===== src/rtl/core/deq_pkg.sv =====
// package of types, constants and ring helpers for the record deque
package deq_pkg;

    localparam int DEPTH = 32;
    localparam int IDX_W = $clog2(DEPTH);
    localparam int CNT_W = $clog2(DEPTH + 1);
    localparam int TAG_W = 16;
    localparam int AGE_W = 8;

    localparam logic [IDX_W:0]   SUM_DEPTH = (IDX_W + 1)'(DEPTH);
    localparam logic [IDX_W-1:0] LAST_IDX  = IDX_W'(DEPTH - 1);
    localparam logic [CNT_W-1:0] FULL_CNT  = CNT_W'(DEPTH);

    typedef enum logic [2:0] {
        MODE_PUSH_FRONT = 3'd0,
        MODE_PUSH_BACK  = 3'd1,
        MODE_POP_FRONT  = 3'd2,
        MODE_POP_BACK   = 3'd3,
        MODE_LIST_ODD   = 3'd4,
        MODE_OLDEST     = 3'd5,
        MODE_LIST_ALL   = 3'd6,
        MODE_CLEAR      = 3'd7
    } mode_t;

    typedef enum logic [1:0] {
        ST_OK      = 2'd0,
        ST_EMPTY   = 2'd1,
        ST_FULL    = 2'd2,
        ST_NOMATCH = 2'd3
    } status_t;

    typedef struct packed {
        logic [TAG_W-1:0] tag;
        logic [AGE_W-1:0] age;
    } record_t;

    typedef struct packed {
        logic             we;
        logic [IDX_W-1:0] waddr;
        record_t          wdata;
        logic [IDX_W-1:0] raddr;
    } ram_req_t;

    typedef struct packed {
        status_t          status;
        logic [TAG_W-1:0] tag;
        logic [AGE_W-1:0] age;
        logic             last;
    } result_t;

    // ring slot at offset off from base, off below DEPTH
    function automatic logic [IDX_W-1:0] slot_add(input logic [IDX_W-1:0] base,
                                                  input logic [IDX_W-1:0] off);
        logic [IDX_W:0] sum;
        sum = {1'b0, base} + {1'b0, off};
        if (sum >= SUM_DEPTH) begin
            sum = sum - SUM_DEPTH;
        end
        return sum[IDX_W-1:0];
    endfunction

    function automatic logic [IDX_W-1:0] idx_inc(input logic [IDX_W-1:0] idx);
        return (idx == LAST_IDX) ? '0 : idx + IDX_W'(1);
    endfunction

    function automatic logic [IDX_W-1:0] idx_dec(input logic [IDX_W-1:0] idx);
        return (idx == '0) ? LAST_IDX : idx - IDX_W'(1);
    endfunction

endpackage


===== src/rtl/core/deq_ram.sv =====
// record ring memory, one write and one registered read per cycle
module deq_ram
    import deq_pkg::*;
(
    input  logic     clk,
    input  ram_req_t req,
    output record_t  rd_data
);

    record_t mem [DEPTH];
    record_t rd_data_reg;

    always_ff @(posedge clk)
    begin
        if (req.we)
        begin
            mem[req.waddr] <= req.wdata;
        end
        rd_data_reg <= mem[req.raddr];
    end

    assign rd_data = rd_data_reg;

endmodule


===== src/rtl/core/deq_ctrl.sv =====
// deque sequencer: ring pointers, push and pop access, front-to-back scans
module deq_ctrl
    import deq_pkg::*;
(
    input  logic             clk,
    input  logic             rst_n,
    input  logic             in_valid,
    output logic             in_ready,
    input  logic [2:0]       mode,
    input  logic [TAG_W-1:0] entry_tag,
    input  logic [AGE_W-1:0] entry_age,
    input  logic             out_free,
    output logic             emit,
    output result_t          emit_res,
    output ram_req_t         ram_req,
    input  record_t          rd_data
);

    typedef enum logic [1:0] {
        S_IDLE,
        S_POP,
        S_SCAN,
        S_EMIT
    } state_t;

    state_t           state_reg, state_next;
    mode_t            op_reg, op_next;
    logic [IDX_W-1:0] front_reg, front_next;
    logic [CNT_W-1:0] count_reg, count_next;
    logic [IDX_W-1:0] idx_reg, idx_next;
    logic             pend_vld_reg, pend_vld_next;
    record_t          pend_reg, pend_next;
    result_t          res_reg, res_next;

    logic [CNT_W-1:0] cnt_dec;
    logic             empty;
    logic             last_ent;
    logic             advance;
    logic             odd;
    result_t          empty_res;
    record_t          final_rec;

    assign cnt_dec   = count_reg - CNT_W'(1);
    assign empty     = (count_reg == '0);
    assign last_ent  = ((CNT_W'(idx_reg) + CNT_W'(1)) == count_reg);
    assign odd       = rd_data.age[0];
    assign empty_res = '{status: ST_EMPTY, tag: '0, age: '0, last: 1'b1};
    assign in_ready  = (state_reg == S_IDLE);

    always_comb
    begin
        state_next    = state_reg;
        op_next       = op_reg;
        front_next    = front_reg;
        count_next    = count_reg;
        idx_next      = idx_reg;
        pend_vld_next = pend_vld_reg;
        pend_next     = pend_reg;
        res_next      = res_reg;
        emit          = 1'b0;
        emit_res      = res_reg;
        advance       = 1'b0;
        final_rec     = rd_data;
        ram_req.we    = 1'b0;
        ram_req.waddr = front_reg;
        ram_req.wdata = '{tag: entry_tag, age: entry_age};
        ram_req.raddr = front_reg;

        unique case (state_reg)
            S_IDLE:
            begin
                if (mode_t'(mode) == MODE_POP_BACK)
                begin
                    ram_req.raddr = slot_add(front_reg, cnt_dec[IDX_W-1:0]);
                end
                if (in_valid)
                begin
                    op_next = mode_t'(mode);
                    unique case (mode_t'(mode))
                        MODE_PUSH_FRONT, MODE_PUSH_BACK:
                        begin
                            state_next = S_EMIT;
                            if (count_reg == FULL_CNT)
                            begin
                                res_next = '{status: ST_FULL, tag: '0, age: '0, last: 1'b1};
                            end
                            else
                            begin
                                ram_req.we = 1'b1;
                                if (mode_t'(mode) == MODE_PUSH_FRONT)
                                begin
                                    ram_req.waddr = idx_dec(front_reg);
                                    front_next    = idx_dec(front_reg);
                                end
                                else
                                begin
                                    ram_req.waddr = slot_add(front_reg, count_reg[IDX_W-1:0]);
                                end
                                count_next = count_reg + CNT_W'(1);
                                res_next   = '{status: ST_OK, tag: '0, age: '0, last: 1'b1};
                            end
                        end
                        MODE_POP_FRONT, MODE_POP_BACK:
                        begin
                            if (empty)
                            begin
                                res_next   = empty_res;
                                state_next = S_EMIT;
                            end
                            else
                            begin
                                if (mode_t'(mode) == MODE_POP_FRONT)
                                begin
                                    front_next = idx_inc(front_reg);
                                end
                                count_next = cnt_dec;
                                state_next = S_POP;
                            end
                        end
                        MODE_LIST_ODD, MODE_OLDEST, MODE_LIST_ALL:
                        begin
                            if (empty)
                            begin
                                res_next   = empty_res;
                                state_next = S_EMIT;
                            end
                            else
                            begin
                                idx_next      = '0;
                                pend_vld_next = 1'b0;
                                state_next    = S_SCAN;
                            end
                        end
                        MODE_CLEAR:
                        begin
                            state_next = S_EMIT;
                            if (empty)
                            begin
                                res_next = empty_res;
                            end
                            else
                            begin
                                count_next = '0;
                                front_next = '0;
                                res_next   = '{status: ST_OK, tag: '0, age: '0, last: 1'b1};
                            end
                        end
                    endcase
                end
            end
            S_POP:
            begin
                res_next = '{status: ST_OK, tag: rd_data.tag, age: rd_data.age, last: 1'b1};
                if (out_free)
                begin
                    emit       = 1'b1;
                    emit_res   = res_next;
                    state_next = S_IDLE;
                end
                else
                begin
                    state_next = S_EMIT;
                end
            end
            S_SCAN:
            begin
                ram_req.raddr = slot_add(front_reg, idx_reg);
                unique case (op_reg)
                    MODE_LIST_ALL:
                    begin
                        if (out_free)
                        begin
                            emit     = 1'b1;
                            emit_res = '{status: ST_OK, tag: rd_data.tag, age: rd_data.age,
                                         last: last_ent};
                            if (last_ent)
                            begin
                                state_next = S_IDLE;
                            end
                            else
                            begin
                                advance = 1'b1;
                            end
                        end
                    end
                    MODE_LIST_ODD:
                    begin
                        // a held match goes out only once a later match proves it is not last
                        if (!(odd && pend_vld_reg && !out_free))
                        begin
                            if (odd && pend_vld_reg)
                            begin
                                emit     = 1'b1;
                                emit_res = '{status: ST_OK, tag: pend_reg.tag,
                                             age: pend_reg.age, last: 1'b0};
                            end
                            if (odd)
                            begin
                                pend_next     = rd_data;
                                pend_vld_next = 1'b1;
                            end
                            if (last_ent)
                            begin
                                final_rec = odd ? rd_data : pend_reg;
                                if (odd || pend_vld_reg)
                                begin
                                    res_next = '{status: ST_OK, tag: final_rec.tag,
                                                 age: final_rec.age, last: 1'b1};
                                end
                                else
                                begin
                                    res_next = '{status: ST_NOMATCH, tag: '0, age: '0,
                                                 last: 1'b1};
                                end
                                state_next = S_EMIT;
                            end
                            else
                            begin
                                advance = 1'b1;
                            end
                        end
                    end
                    MODE_OLDEST:
                    begin
                        // strict compare keeps the front-most of equal maxima
                        final_rec = pend_reg;
                        if ((idx_reg == '0) || (rd_data.age > pend_reg.age))
                        begin
                            final_rec = rd_data;
                        end
                        pend_next = final_rec;
                        if (last_ent)
                        begin
                            res_next   = '{status: ST_OK, tag: final_rec.tag,
                                           age: final_rec.age, last: 1'b1};
                            state_next = S_EMIT;
                        end
                        else
                        begin
                            advance = 1'b1;
                        end
                    end
                    default:
                    begin
                        state_next = S_IDLE;
                    end
                endcase
                if (advance)
                begin
                    idx_next      = idx_reg + IDX_W'(1);
                    ram_req.raddr = slot_add(front_reg, idx_reg + IDX_W'(1));
                end
            end
            S_EMIT:
            begin
                if (out_free)
                begin
                    emit       = 1'b1;
                    emit_res   = res_reg;
                    state_next = S_IDLE;
                end
            end
        endcase
    end

    always_ff @(posedge clk or negedge rst_n)
    begin
        if (!rst_n)
        begin
            state_reg    <= S_IDLE;
            op_reg       <= MODE_PUSH_FRONT;
            front_reg    <= '0;
            count_reg    <= '0;
            idx_reg      <= '0;
            pend_vld_reg <= 1'b0;
            pend_reg     <= '0;
            res_reg      <= '0;
        end
        else
        begin
            state_reg    <= state_next;
            op_reg       <= op_next;
            front_reg    <= front_next;
            count_reg    <= count_next;
            idx_reg      <= idx_next;
            pend_vld_reg <= pend_vld_next;
            pend_reg     <= pend_next;
            res_reg      <= res_next;
        end
    end

endmodule


===== src/rtl/core/double_ended_queue_with_scans.sv =====
// top level of the bounded record deque with list and oldest-entry scans
//
// a bounded double-ended queue of records (16-bit tag, 8-bit age) held in a
// ring of DEPTH slots in one synchronous memory with a registered read. each
// request carries a mode: push front, push back, pop front, pop back, list
// odd ages, oldest, list all or clear. pushes, pops, clear and every request
// on an empty store give one result. list and oldest requests walk the ring
// from front to back through the single memory read port, one entry a cycle
// while list scans are not stalled; list results stream out as they are
// found, and the final result of every request has last set. a push writes
// the ring in its accept cycle, before the sequencer passes through its
// result state back to idle, so no forwarding path is needed. a one-entry
// output register lets a new request enter while a result is still waiting;
// list scans stall when that register cannot be freed. the memory needs no
// clearing pass after reset: only slots that a push has written are read.
module double_ended_queue_with_scans
    import deq_pkg::*;
(
    input  logic             clk,
    input  logic             rst_n,
    input  logic             in_valid,
    output logic             in_ready,
    input  logic [2:0]       mode,
    input  logic [TAG_W-1:0] entry_tag,
    input  logic [AGE_W-1:0] entry_age,
    output logic             out_valid,
    input  logic             out_ready,
    output logic [1:0]       status,
    output logic [TAG_W-1:0] out_tag,
    output logic [AGE_W-1:0] out_age,
    output logic             last
);

    // output register between the sequencer and the result channel
    logic     out_vld_reg;
    result_t  out_res_reg;
    logic     out_free;

    logic     emit;
    result_t  emit_res;
    ram_req_t ram_req;
    record_t  rd_data;

    // the register can take a result when empty or being drained this cycle
    assign out_free = !out_vld_reg || out_ready;

    deq_ctrl u_ctrl (
        .clk       (clk),
        .rst_n     (rst_n),
        .in_valid  (in_valid),
        .in_ready  (in_ready),
        .mode      (mode),
        .entry_tag (entry_tag),
        .entry_age (entry_age),
        .out_free  (out_free),
        .emit      (emit),
        .emit_res  (emit_res),
        .ram_req   (ram_req),
        .rd_data   (rd_data)
    );

    // ring storage for tag and age
    deq_ram u_ram (
        .clk     (clk),
        .req     (ram_req),
        .rd_data (rd_data)
    );

    always_ff @(posedge clk or negedge rst_n)
    begin
        if (!rst_n)
        begin
            out_vld_reg <= 1'b0;
        end
        else if (emit)
        begin
            out_vld_reg <= 1'b1;
        end
        else if (out_ready)
        begin
            out_vld_reg <= 1'b0;
        end
    end

    // payload only loads, no reset needed
    always_ff @(posedge clk)
    begin
        if (emit)
        begin
            out_res_reg <= emit_res;
        end
    end

    assign out_valid = out_vld_reg;
    assign status    = out_res_reg.status;
    assign out_tag   = out_res_reg.tag;
    assign out_age   = out_res_reg.age;
    assign last      = out_res_reg.last;

endmodule

===== config.mk =====
export PLATFORM = sky130hd
export DESIGN_NAME = double_ended_queue_with_scans
export DESIGN_NICKNAME = d
export VERILOG_FILES = /design/src/rtl/core/deq_pkg.sv /design/src/rtl/core/deq_ram.sv /design/src/rtl/core/deq_ctrl.sv /design/src/rtl/core/double_ended_queue_with_scans.sv
export SDC_FILE = /design/constraint.sdc
export NUM_CORES = 1
export LEC_CHECK = 0
export BUFFER_PORTS_ARGS = -buffer_cell sky130_fd_sc_hd__buf_2
export CORE_MARGIN = 1
export CORE_UTILIZATION = 56
export DETAILED_ROUTE_END_ITERATION = 12
export PLACE_DENSITY = 0.82
export SYNTH_ARGS = -nofsm -noshare
export SYNTH_HDL_FRONTEND = slang
export SYNTH_HIERARCHICAL = 1
export SYNTH_SLANG_ARGS = --single-unit
export TNS_END_PERCENT = 5

===== constraint.sdc =====
create_clock -name clk -period 9.6 [get_ports clk]
set_input_delay 0.48 -clock clk [delete_from_list [all_inputs] [get_ports clk]]
set_output_delay 0.48 -clock clk [all_outputs]
set_load 0.005 [all_outputs]

==> summary.txt <==
Outcome
  – Status: completed

Critical path
  – Worst path top cell family by delay: compound AO/OA/AOI/OAI gates
  – CP cell instances: ha_1 > and3b_1 > or3_1 > a31o_2 > a21oi_1 > xnor2_1 > ha_1 > fa_1 > xnor2_1 > nor2_1 > a221o_1 > nor2_4 > buf_4 > a22o_1 > nor3_1 > a31oi_1 > nand3_1
  – R2r endpoint: u_ram/rd_data[8]
  – FF-to-FF path depth: 17
  – CP startpoint kind: flop
  – Critical path class: flop to flop
  – Critical-path maximum fanout: between 70 and 80
  – R2r startpoint: u_ctrl/idx_reg[0]
  – Worst Path Arrival: between 6000 and 7000 ps
  – CP max stage cell: buf_4
  – Buf/Inv on CP: 1
  – Required @ worst endpoint: just over 10000 ps
  – R2r setup slk: 3720 ps
  – CP Capture Type: flop
  – Max stage delay on crit path: 930 ps

Route
  – Drt via density: 6.39
  – DRT antenna net count: 0
  – Wirelength per Cell: ~25 um
  – DRT Pass-1 Iters: 8
  – Drt total wl: ~84 mm
  – Via count: ~22000
  – DRC errors left: 0
  – DRT iter0 DRCs: roughly 2700

Floorplan
  – Initial Utilization: 0.567
  – DIE HEIGHT: about 260 um
  – Row count: between 90 and 100
  – Die Width: about 260 um
  – CORE AREA: roughly 66000 sq um
  – I/O pin cnt: 60
  – Area of the die: roughly 68000 sq um

Synth
  – Synth Register Bits: 893
  – Mapped Cells: 2412
  – Main area contributors after synthesis: edfxtp_1 (64%), mux2i_1 (10%), dfrtp_1 (5.0%)
  – Async SR Flop Fraction: 0.0829
  – Syn_nets: around 2500
  – Predominant post-synthesis flop cell: edfxtp_1
  – EDFF count, synth: around 800
  – Synth cell count leaders: edfxtp_1 (795), mux2i_1 (388), nand2_1 (118)
  – Ys Warns: 6
  – Yosys cell types: between 80 and 90
  – Most common cell in the synthesized netlist: edfxtp_1
  – Post-Syn Area per Cell: between 15 and 20 sq um
  – Seq/Total Area, Yosys: 0.702
  – Synthesized cell area: between 30000 and 40000 sq um
  – Synth area leader: edfxtp_1
  – Top-area cell type share of the netlist area: 0.639

STA
  – Fin. Hold Viols: 0
  – Slew of the pin with the lowest slew margin: around 1300 ps
  – Crit share post-route: 0.612
  – Fmax: between 0.15 and 0.2 GHz
  – Post-layout minimum cycle time: between 5000 and 6000 ps
  – Final TNS setup: 0 ps
  – Final Setup Violations: 0
  – Clock skew: 19.4 ps
  – Relative slew slack: 0.152
  – Unrepaired setup endpoints after global routing: false
  – Slew Viols, Final: 0

Global route
  – First-pass GRT wire length: about 130 mm
  – GRT Total Usage: 0.248
  – Initial antenna violation count: 5
  – Vias in the first global route: roughly 22000
  – Largest net degree at the start of global routing: between 100 and 150
  – Global route overflow: 0

Hold path
  – Hold/Removal Path Class: input pin to asynchronous set/reset pin

Clock network
  – Clk buf depth: 3
  – Root Buffer: clkbuf_16
  – Worst skew pair latency: between 600 and 700 ps
  – CTS tree: yes
  – Post-cts gate resize count: 0
  – Post-CTS Setup Inserts: 0
  – Inserted Clock Buffers: 84
  – Clock sink total: slightly below 900
  – Hold_buf cts: 0
  – Worst-path clk slew: roughly 60 ps
  – H-tree levels: 3

Final layout
  – Share of cells above drive strength 1: 0.126
  – Non-Filler Instances: 3374
  – Largest register FFs: between 700 and 800
  – # fillers: between 4000 and 5000
  – Area Growth Syn to Fin: 9.63%
  – Final net count: approximately 2500

Placement
  – Cells after DPL: approximately 3200
  – I/O Buffers: ~60
  – DP HPWL: 47.9 mm
  – Routability congestion estimate: 0.861

Job
  – MaxCap Viol Count: 0

Power and ir drop
  – Leak: ~14 nW
  – Worst vdd ir: about 0.72 mV
  – Pwr/cell area: about 350 nW/um^2
==> layout by cell type, fill, tap and decap left out, types with 24 or more instances in the layout <==
cell,count
a22oi_1,80
a31oi_1,32
buf_4,52
mux2i_1,388
nor3_1,37
a22o_1,49
o2bb2ai_1,24
nand3_1,87
edfxtp_1,795
mux2_2,25
dfxtp_1,24
nor2_2,32
dfrtp_1,74
ha_1,36
a21oi_1,104
buf_2,58
a221oi_1,26
nand2_1,118
nor2_1,35
o21ai_0,39
clkbuf_16,87
inv_1,47
and2_1,30
==> power by group <==
part | switching, mW | internal (mW) | leakage (nW)
Clock | 1.39 | 1.90 | 1.32
Sequential | 0.278 | 4.53 | 8.30
Combinational | 3.89 | 2.34 | 4.70
Total | 5.56 | 8.77 | 14.3
==> final cells by class <==
type	instances	area [sq um]	area share
repair buffers	111	701	0.0171
inverters	51	199	0.00486
diodes	4	10.0	0.000245
well taps	864	1080	0.0264
clock buffers	104	2240	0.0547
clock inverters	43	475	0.0116
multi-input cells	1304	10000	0.245
flip-flops and latches	893	26200	0.640
==> worst max-delay path by stage <==
stage / from / endpoint / slack (ps) / cells past startpoint
finish: u_ctrl/idx_reg[0] / u_ram/rd_data[8] / 3720 / 17
CTS: u_ctrl/idx_reg[0] / u_ram/rd_data[15] / 3850 / 17
detailed placement: u_ctrl/idx_reg[0] / u_ram/rd_data[8] / 3910 / 17
floorplan: u_ctrl/idx_reg[0] / u_ram/rd_data[21] / 5310 / 19
global placement: u_ctrl/idx_reg[0] / u_ram/rd_data[8] / 4110 / 17
global route: u_ctrl/idx_reg[0] / u_ram/rd_data[8] / 3530 / 17
==> kinds of logic after synthesis <==
logic type	after synthesis	synth area share
compound gates	422	0.0803
xor+xnor	20	0.00469
fa+ha+maj	39	0.0137
buf+inv	215	0.0331
flops	893	0.702
mux	416	0.112
simple gates	407	0.0540
==> metrics by stage <==
| step | area [sq um] | total power [mW] | hold slack [ps] | worst slack, ps | utilization |
|---|---|---|---|---|---|
| after floorplan | 37300 | 9.45 | 184 | 5310 | - |
| after global placement | 38200 | 10.7 | 469 | 4110 | 0.580 |
| after detailed placement | 38200 | 10.9 | 473 | 3910 | 0.580 |
| after CTS | 40900 | 14.2 | 30.2 | 3850 | 0.621 |
| after global routing | 40900 | 14.9 | 111 | 3530 | 0.622 |
| final | 40900 | 14.3 | 8.93 | 3720 | 0.622 |
==> layer usage <==
metal | GRT usage | share of wire | vias up
met2 | 0.416 | 0.49 | 1166
met5 | 0 | 0 | -
met1 | 0.324 | 0.39 | 10800
met3 | 0.0374 | 0.083 | 215
li1 | - | - | 9410
met4 | 0.105 | 0.037 | 0
No activity file was read; power rests on OpenSTA's default activity.
